==> src/design/lpht_pkg.sv <==
`default_nettype none
package lpht_pkg;

  localparam int SLOTS      = 16;
  localparam int KEY_BITS   = 32;
  localparam int VALUE_BITS = 64;
  localparam int SLOT_W     = (SLOTS > 1) ? $clog2(SLOTS) : 1;
  localparam int IDX_W      = 4;

  typedef logic [SLOT_W-1:0] slot_t;
  typedef logic [SLOT_W:0]   cnt_t;

  localparam logic [1:0] FN_INSERT = 2'd0;
  localparam logic [1:0] FN_FIND   = 2'd1;
  localparam logic [1:0] FN_REMOVE = 2'd2;

  localparam logic [1:0] ST_OK   = 2'd0;
  localparam logic [1:0] ST_MISS = 2'd1;
  localparam logic [1:0] ST_FULL = 2'd2;

  typedef struct packed {
    logic [1:0]  func;
    logic [31:0] key;
    logic [63:0] value;
  } req_t;

  typedef struct packed {
    logic [1:0]       status;
    logic [63:0]      value_out;
    logic [IDX_W-1:0] slot_index;
  } rsp_t;

  typedef struct packed {
    logic [KEY_BITS-1:0]   key;
    logic [VALUE_BITS-1:0] value;
  } entry_t;

  typedef enum logic {
    S_IDLE,
    S_PROBE
  } state_t;

endpackage
`default_nettype wire

==> src/design/lpht_ram.sv <==
`default_nettype none
module lpht_ram #(
  parameter int DEPTH = 16,
  parameter int WIDTH = 8
) (
  input  wire logic                     clk,
  input  wire logic                     we,
  input  wire logic [$clog2(DEPTH)-1:0] waddr,
  input  wire logic [WIDTH-1:0]         wdata,
  input  wire logic [$clog2(DEPTH)-1:0] raddr,
  output logic      [WIDTH-1:0]         rdata
);

  logic [WIDTH-1:0] mem [DEPTH];

  always_ff @(posedge clk) begin
    if (we) begin
      mem[waddr] <= wdata;
    end
    rdata <= mem[raddr];
  end

endmodule
`default_nettype wire

==> src/design/lpht_ctrl.sv <==
`default_nettype none
module lpht_ctrl (
  input  wire logic            clk,
  input  wire logic            rst,
  input  wire logic            start,
  output logic                 busy,
  input  wire lpht_pkg::req_t  req,
  output logic                 done,
  output lpht_pkg::rsp_t       rsp,
  output logic                 ram_we,
  output lpht_pkg::slot_t      ram_waddr,
  output lpht_pkg::entry_t     ram_wdata,
  output lpht_pkg::slot_t      ram_raddr,
  input  wire lpht_pkg::entry_t ram_rdata
);
  import lpht_pkg::*;

  state_t                state, state_next;
  logic [1:0]            func_r, func_r_next;
  logic [KEY_BITS-1:0]   key_r, key_r_next;
  logic [VALUE_BITS-1:0] val_r, val_r_next;
  slot_t                 s, s_next;
  slot_t                 ps, ps_next;
  logic                  pend, pend_next;
  cnt_t                  n, n_next;
  logic [SLOTS-1:0]      used, used_next;
  logic [SLOTS-1:0]      deleted, deleted_next;
  logic                  done_next;
  rsp_t                  rsp_next;
  logic [KEY_BITS-1:0]   key_in;
  slot_t                 s_adv;

  assign busy   = (state != S_IDLE);
  assign key_in = KEY_BITS'(req.key);
  assign s_adv  = (s == slot_t'(SLOTS - 1)) ? '0 : s + 1'b1;

  always_ff @(posedge clk) begin
    if (rst) begin
      state   <= S_IDLE;
      pend    <= 1'b0;
      used    <= '0;
      deleted <= '0;
      done    <= 1'b0;
    end else begin
      state   <= state_next;
      pend    <= pend_next;
      used    <= used_next;
      deleted <= deleted_next;
      done    <= done_next;
    end
    func_r <= func_r_next;
    key_r  <= key_r_next;
    val_r  <= val_r_next;
    s      <= s_next;
    ps     <= ps_next;
    n      <= n_next;
    rsp    <= rsp_next;
  end

  always_comb begin
    state_next   = state;
    func_r_next  = func_r;
    key_r_next   = key_r;
    val_r_next   = val_r;
    s_next       = s;
    ps_next      = ps;
    pend_next    = pend;
    n_next       = n;
    used_next    = used;
    deleted_next = deleted;
    done_next    = 1'b0;
    rsp_next     = rsp;
    ram_we       = 1'b0;
    ram_waddr    = s;
    ram_wdata    = '{key: key_r, value: val_r};
    ram_raddr    = s;

    unique case (state)
      S_IDLE: begin
        if (start) begin
          func_r_next = req.func;
          key_r_next  = key_in;
          val_r_next  = VALUE_BITS'(req.value);
          s_next      = slot_t'(key_in % SLOTS);
          n_next      = '0;
          pend_next   = 1'b0;
          state_next  = S_PROBE;
        end
      end
      S_PROBE: begin
        rsp_next = '{status: ST_MISS, value_out: '0, slot_index: '0};
        case (func_r) inside
          FN_INSERT: begin
            if (n == cnt_t'(SLOTS)) begin
              rsp_next.status = ST_FULL;
              done_next       = 1'b1;
              state_next      = S_IDLE;
            end else if (!used[s] || deleted[s]) begin
              ram_we              = 1'b1;
              used_next[s]        = 1'b1;
              deleted_next[s]     = 1'b0;
              rsp_next.status     = ST_OK;
              rsp_next.slot_index = IDX_W'(s);
              done_next           = 1'b1;
              state_next          = S_IDLE;
            end else begin
              s_next = s_adv;
              n_next = n + 1'b1;
            end
          end
          FN_FIND, FN_REMOVE: begin
            if (pend && ram_rdata.key == key_r) begin
              if (func_r == FN_REMOVE) begin
                deleted_next[ps] = 1'b1;
              end
              rsp_next.status     = ST_OK;
              rsp_next.value_out  = 64'(ram_rdata.value);
              rsp_next.slot_index = IDX_W'(ps);
              done_next           = 1'b1;
              state_next          = S_IDLE;
            end else if (n == cnt_t'(SLOTS) || !used[s]) begin
              done_next  = 1'b1;
              state_next = S_IDLE;
            end else begin
              // skip tombstones, issue a read for a live slot
              pend_next = !deleted[s];
              ps_next   = s;
              s_next    = s_adv;
              n_next    = n + 1'b1;
            end
          end
          default: begin
            done_next  = 1'b1;
            state_next = S_IDLE;
          end
        endcase
      end
      default: begin
        state_next = S_IDLE;
      end
    endcase
  end

endmodule
`default_nettype wire

==> src/design/linear_probe_hash_table_top.sv <==
// channel   ports                 handshake
// request   req (func,key,value)  taken when start && !busy
// result    rsp (status,value_out,slot_index)  valid for one cycle while done
//
// An operation probes one slot per cycle until done, with the key/value RAM
// read for each live slot overlapped with the probe of the next slot.
// Used and tombstone flags live in flip-flops; rst clears them at once, no sweep.
// busy is high from the accepting edge until the cycle done is shown.
// The receiver cannot stall: done pulses once and the word is gone.
`default_nettype none
module linear_probe_hash_table_top (
  input  wire logic           clk,
  input  wire logic           rst,
  input  wire logic           start,
  output logic                busy,
  input  wire lpht_pkg::req_t req,
  output logic                done,
  output lpht_pkg::rsp_t      rsp
);
  import lpht_pkg::*;

  logic   ram_we;
  slot_t  ram_waddr;
  slot_t  ram_raddr;
  entry_t ram_wdata;
  entry_t ram_rdata;

  lpht_ctrl u_ctrl (
    .clk       (clk),
    .rst       (rst),
    .start     (start),
    .busy      (busy),
    .req       (req),
    .done      (done),
    .rsp       (rsp),
    .ram_we    (ram_we),
    .ram_waddr (ram_waddr),
    .ram_wdata (ram_wdata),
    .ram_raddr (ram_raddr),
    .ram_rdata (ram_rdata)
  );

  lpht_ram #(
    .DEPTH (SLOTS),
    .WIDTH ($bits(entry_t))
  ) u_ram (
    .clk   (clk),
    .we    (ram_we),
    .waddr (ram_waddr),
    .wdata (ram_wdata),
    .raddr (ram_raddr),
    .rdata (ram_rdata)
  );

endmodule
`default_nettype wire

==> config.mk <==
export PLATFORM = sky130hd
export DESIGN_NAME = linear_probe_hash_table_top
export DESIGN_NICKNAME = d
export VERILOG_FILES = /design/src/design/lpht_pkg.sv /design/src/design/lpht_ram.sv /design/src/design/lpht_ctrl.sv /design/src/design/linear_probe_hash_table_top.sv
export SDC_FILE = /design/constraint.sdc
export NUM_CORES = 2
export LEC_CHECK = 0
export ABC_AREA = 1
export BUFFER_PORTS_ARGS = -buffer_cell sky130_fd_sc_hd__buf_2
export CAP_MARGIN = 20
export CORE_ASPECT_RATIO = 1.1
export CORE_MARGIN = 1
export CORE_UTILIZATION = 25
export CTS_CLUSTER_DIAMETER = 100
export DETAILED_ROUTE_END_ITERATION = 6
export PLACE_DENSITY = 0.37
export SLEW_MARGIN = 10
export SYNTH_ARGS = -nofsm -noshare
export SYNTH_HDL_FRONTEND = slang
export SYNTH_SLANG_ARGS = --single-unit
==> constraint.sdc <==
create_clock -name clk -period 9.9 [get_ports clk]
set_input_delay 0.495 -clock clk [delete_from_list [all_inputs] [get_ports clk]]
set_output_delay 0.495 -clock clk [all_outputs]
set_load 0.1 [all_outputs]
==> flow_results.org <==
** Pwr
- The share of total power dissipated in the clock network is 0.425.
- Of the total power, combinational logic draws 0.083.
- Post-route total power :: 0.01813 W
- Of the total power, the share spent switching nets is 0.2497.
- In this run the power density over the cells is ~220 mW/mm^2.
- Psw :: 0.004529 W
- P_int :: 0.01361 W
- Of the total power, registers draw 0.491.
- In this run the static leakage power is ~27 nW.
- Maximum vdd drop :: 0.1353 mV

** Job
- Max-cap violations :: 0

** Route
- Met3 WL :: 8.831 mm
- For this run, design rule violations remaining after detail routing come to 14.
- Highest metal layer with signal wires :: met4
- In the final routing, the length of wire on met1 measures 102.5 mm.
- The detailed router finished its first iteration with slightly above 3,000 violations.
- The first TritonRoute pass finished after 7 iterations.
- The count of nets left with antenna violations once routing finished came out at 0.
- Dividing the detail-routed via count by the number of cells gives 4.576.
- Number of vias in the routed layout :: 42,827
- Dividing the detail-routed wire length by the instance count gives 23.33 um.
- Met2 wire length :: 102.0 mm
- Wires add up to 218.3 mm.

** Cells and area
- The area growth from synthesis to layout is 18.33%.
- The net count of the finished layout is 5,620.
- Of the cells placed in the final design, the portion with a size suffix greater than 1 is 0.1040.
- The library cell used most frequently in the layout, excluding fill and tap cells, is sky130_fd_sc_hd__edfxtp_1.
- The filler cells instantiated in the layout total 27,925.
- Most frequent cells in the layout :: sky130_fd_sc_hd__edfxtp_1 (1,717), sky130_fd_sc_hd__nor2_1 (887), sky130_fd_sc_hd__o21ai_0 (801)

** Clock tree
- Number of clock sinks seen by CTS :: around 1,800
- Clock transition time at the flip-flop clock pins of the worst setup and hold paths :: about 0.06 ns
- Inserted Clock Buffers :: around 210
- Once the clock tree was built, the setup fixing pass inserted 0 buffers.
- Number of H-tree branching levels :: 4
- Clock Tree Root :: sky130_fd_sc_hd__clkbuf_16
- TritonCTS built the clock tree.
- The clock reaches the later pin of the worst-skew pair after 0.85 ns.
- In this run, post-CTS repair resized a total of 0 instances.
- For this design, the CTS-stage hold fixing added 99 buffers.
- The clock passes through at most 4 buffers.

** Timing
- Setup-failing EPs final :: 0
- Crit share post-route :: 0.5459
- Across the routed clock network, the largest skew measured is 0.04524 ns.
- At the pin with the least slew margin, the transition time is 1.136 ns.
- Setup slack closes at 4.495 ns.
- Setup repair after global routing left no endpoint under its margin.
- Count of final hold-check violations :: 0
- TNS Setup :: 0 ns
- The worst path in the final design needs a cycle of 5.405 ns, including I/O delays and setup.
- Derived from the worst setup path, the maximum achievable clock frequency is approximately 0.19 GHz.
- Worst hold slack :: 0.2710 ns
- The worst pin sits at a relative slew slack of 0.2427.
- Pins Over Slew Limit :: 0

** Floorplan
- The initial utilization of the core area, before any placement, comes to 0.2523.
- The floorplan step defined a core boundary enclosing 0.2762 mm^2.
- Die Ht :: around 560 um
- Die area :: 0.2809 mm^2
- In this run the count of I/O pins placed on the die edge is between 150 and 200.
- In this run the core area contains 202 standard-cell rows.
- The floorplan step set the die width to 505.5 um.

** Global route
- For this run, the total global-route usage over all layers was measured as 0.1520.
- First-pass GRT wire length :: 315.5 mm
- Grt ovf :: 0
- Largest net degree at the start of global routing :: 188
- Initial antenna violation count :: 4
- The via count of the first global-routing pass was 43,517.

** Placement
- Once detailed placement completed, the half-perimeter wirelength came to 111.6 mm.
- Prior to clock tree synthesis, the placed netlist has a worst setup slack of 4.283 ns.
- I/O Buffers :: 172
- Gpl congestion :: 0.7692

** Logic synthesis
- Synthesized netlist net count :: 5,384
- Post-Synthesis Cells :: 5,274
- Mean post-synth cell area :: about 13 um^2
- Number of distinct library cells after synthesis :: 35
- Warning count from the yosys run :: 0
- Count of state elements after synthesis :: 1,848
- Sequential-to-total area share from yosys stat :: 0.7773
- Mapped cell area :: 0.06971 mm^2

** Setup path
- Kind of end point of the critical path :: register
- The critical path is of the register to register type.
- Crit path required time :: 10.35 ns
- Measured in cells, the most critical reg-to-reg path has a length of 15.
- Largest driver fanout on the critical path :: 85
- At the worst endpoint, the arrival time is 5.85 ns.
- Startpoint type of the worst setup path :: register

** Min path
- Worst min-delay path class :: primary input to register
- The worst hold path passes through 2 cells.

** Run status
- The run finished, with violations left.
- The final reports fail on design-rule violations.
stage by stage:
stage,utilization,instances,instance area (um^2)
detailed placement,0.2704,8871,74700
global placement,0.2703,8870,74670
finish,0.2986,9359,82490
CTS,0.2984,9351,82440
floorplan,-,5274,69710
global route,0.2985,9354,82470
power groups by stage:
| stage | logic, W | registers, W | clock network [W] |
|---|---|---|---|
| after CTS | 0.00155 | 0.00892 | 0.00794 |
| after global routing | 0.00167 | 0.00894 | 0.00819 |
| final | 0.00151 | 0.00891 | 0.00771 |
| after global placement | 0.00152 | 0.00909 | 0 |
| after detailed placement | 0.00152 | 0.00908 | 0 |
| after floorplan | 0.000827 | 0.00911 | 0 |
synth_stat cells (all sizes together):
cell type	count	area (um^2)
nor4	2	12.51
a21oi	43	215.2
or2	4	25.02
nor3	6	30.03
nand2	581	2206
nand3	49	245.2
o22ai	388	2427
o21bai	1	7.510
inv	194	728.2
dfxtp	131	2623
nor3b	2	15.01
nand4	108	675.7
xor2	2	17.52
nor4b	1	8.760
nand3b	3	22.52
clkbuf	259	972.2
o211ai	6	45.04
o21ai	802	4014
ha	9	112.6
buf	63	304.0
a31oi	3	18.77
xnor2	5	43.79
nor2	893	3364
edfxtp	1717	51560
o31ai	1	7.510
and2	1	6.260
logic make-up (layout without fill, tap and decap cells):
family / after synthesis / after routing / share of synthesized area
AND/OR/NAND/NOR: 1650 / 1650 / 0.09484
AO/OA/AOI/OAI: 1244 / 1244 / 0.09662
XOR/XNOR: 7 / 7 / 0.0008795
other: 0 / 6 / 0
adder cells (fa/ha/maj): 9 / 9 / 0.001615
buffers and inverters: 516 / 923 / 0.02875
flip-flops: 1848 / 1848 / 0.7773
final cells by class:
cell class              instances  area, um^2  area share
inverters                     194       870.8     0.01056
well taps                    3672        4594     0.05570
repair buffers                348        2520     0.03055
diodes                          6       15.01   0.0001820
clock buffers                 292        5916     0.07172
multi-input cells            2910       13560      0.1643
clock inverters                89       828.3     0.01004
flip-flops and latches       1848       54190      0.6569
worst max-delay path: stages (launching register included):
cell	delay, ns
sky130_fd_sc_hd__edfxtp_1	0.45
sky130_fd_sc_hd__buf_4	0.78
sky130_fd_sc_hd__buf_4	0.73
sky130_fd_sc_hd__nand2_1	0.15
sky130_fd_sc_hd__nand3_1	0.11
sky130_fd_sc_hd__nand2_1	0.08
sky130_fd_sc_hd__nand2_1	0.07
sky130_fd_sc_hd__nand2_1	0.10
sky130_fd_sc_hd__inv_1	0.07
sky130_fd_sc_hd__nand2_1	0.10
sky130_fd_sc_hd__nand2_2	0.11
sky130_fd_sc_hd__nand2_4	0.09
sky130_fd_sc_hd__nor2_4	0.37
sky130_fd_sc_hd__nand3_1	0.31
sky130_fd_sc_hd__inv_8	0.50
sky130_fd_sc_hd__buf_4	0.84
worst paths after layout:
kind | start | end | slack (ns)
worst max-delay path | u_ctrl.ram_raddr[0]$_DFFE_PP_ | u_ram.mem[2][17]$_DFFE_PP_ | 4.50
worst min-delay path | rst | u_ctrl.deleted[3]$_SDFFE_PP0P_ | 0.27
worst max register to register | u_ctrl.ram_raddr[0]$_DFFE_PP_ | u_ram.mem[2][17]$_DFFE_PP_ | 4.50
worst min register to register | u_ctrl.used[8]$_SDFFE_PP0P_ | u_ctrl.used[8]$_SDFFE_PP0P_ | 0.47
flip-flops by register name, indices dropped and copies added (netlist names):
name and cells:
u_ram.mem 1536, u_ctrl.pend 1, u_ctrl.busy 1, u_ctrl.key_r 32
u_ctrl.rsp 70, u_ram.rdata 96, u_ctrl.func_r 2, u_ctrl.ps 4
u_ctrl.done 1, u_ctrl.n 5, u_ctrl.deleted 16, u_ctrl.used 16
u_ctrl.val_r 64, u_ctrl.ram_raddr 4
routing by layer:
| metal | track usage | up-vias |
|---|---|---|
| li1 | - | 19714 |
| met1 | 0.2105 | 21981 |
| met2 | 0.2486 | 841 |
| met3 | 0.02108 | 291 |
| met4 | 0.03910 | 0 |
| met5 | 0 | - |
No activity file was read; power rests on OpenSTA's default activity.
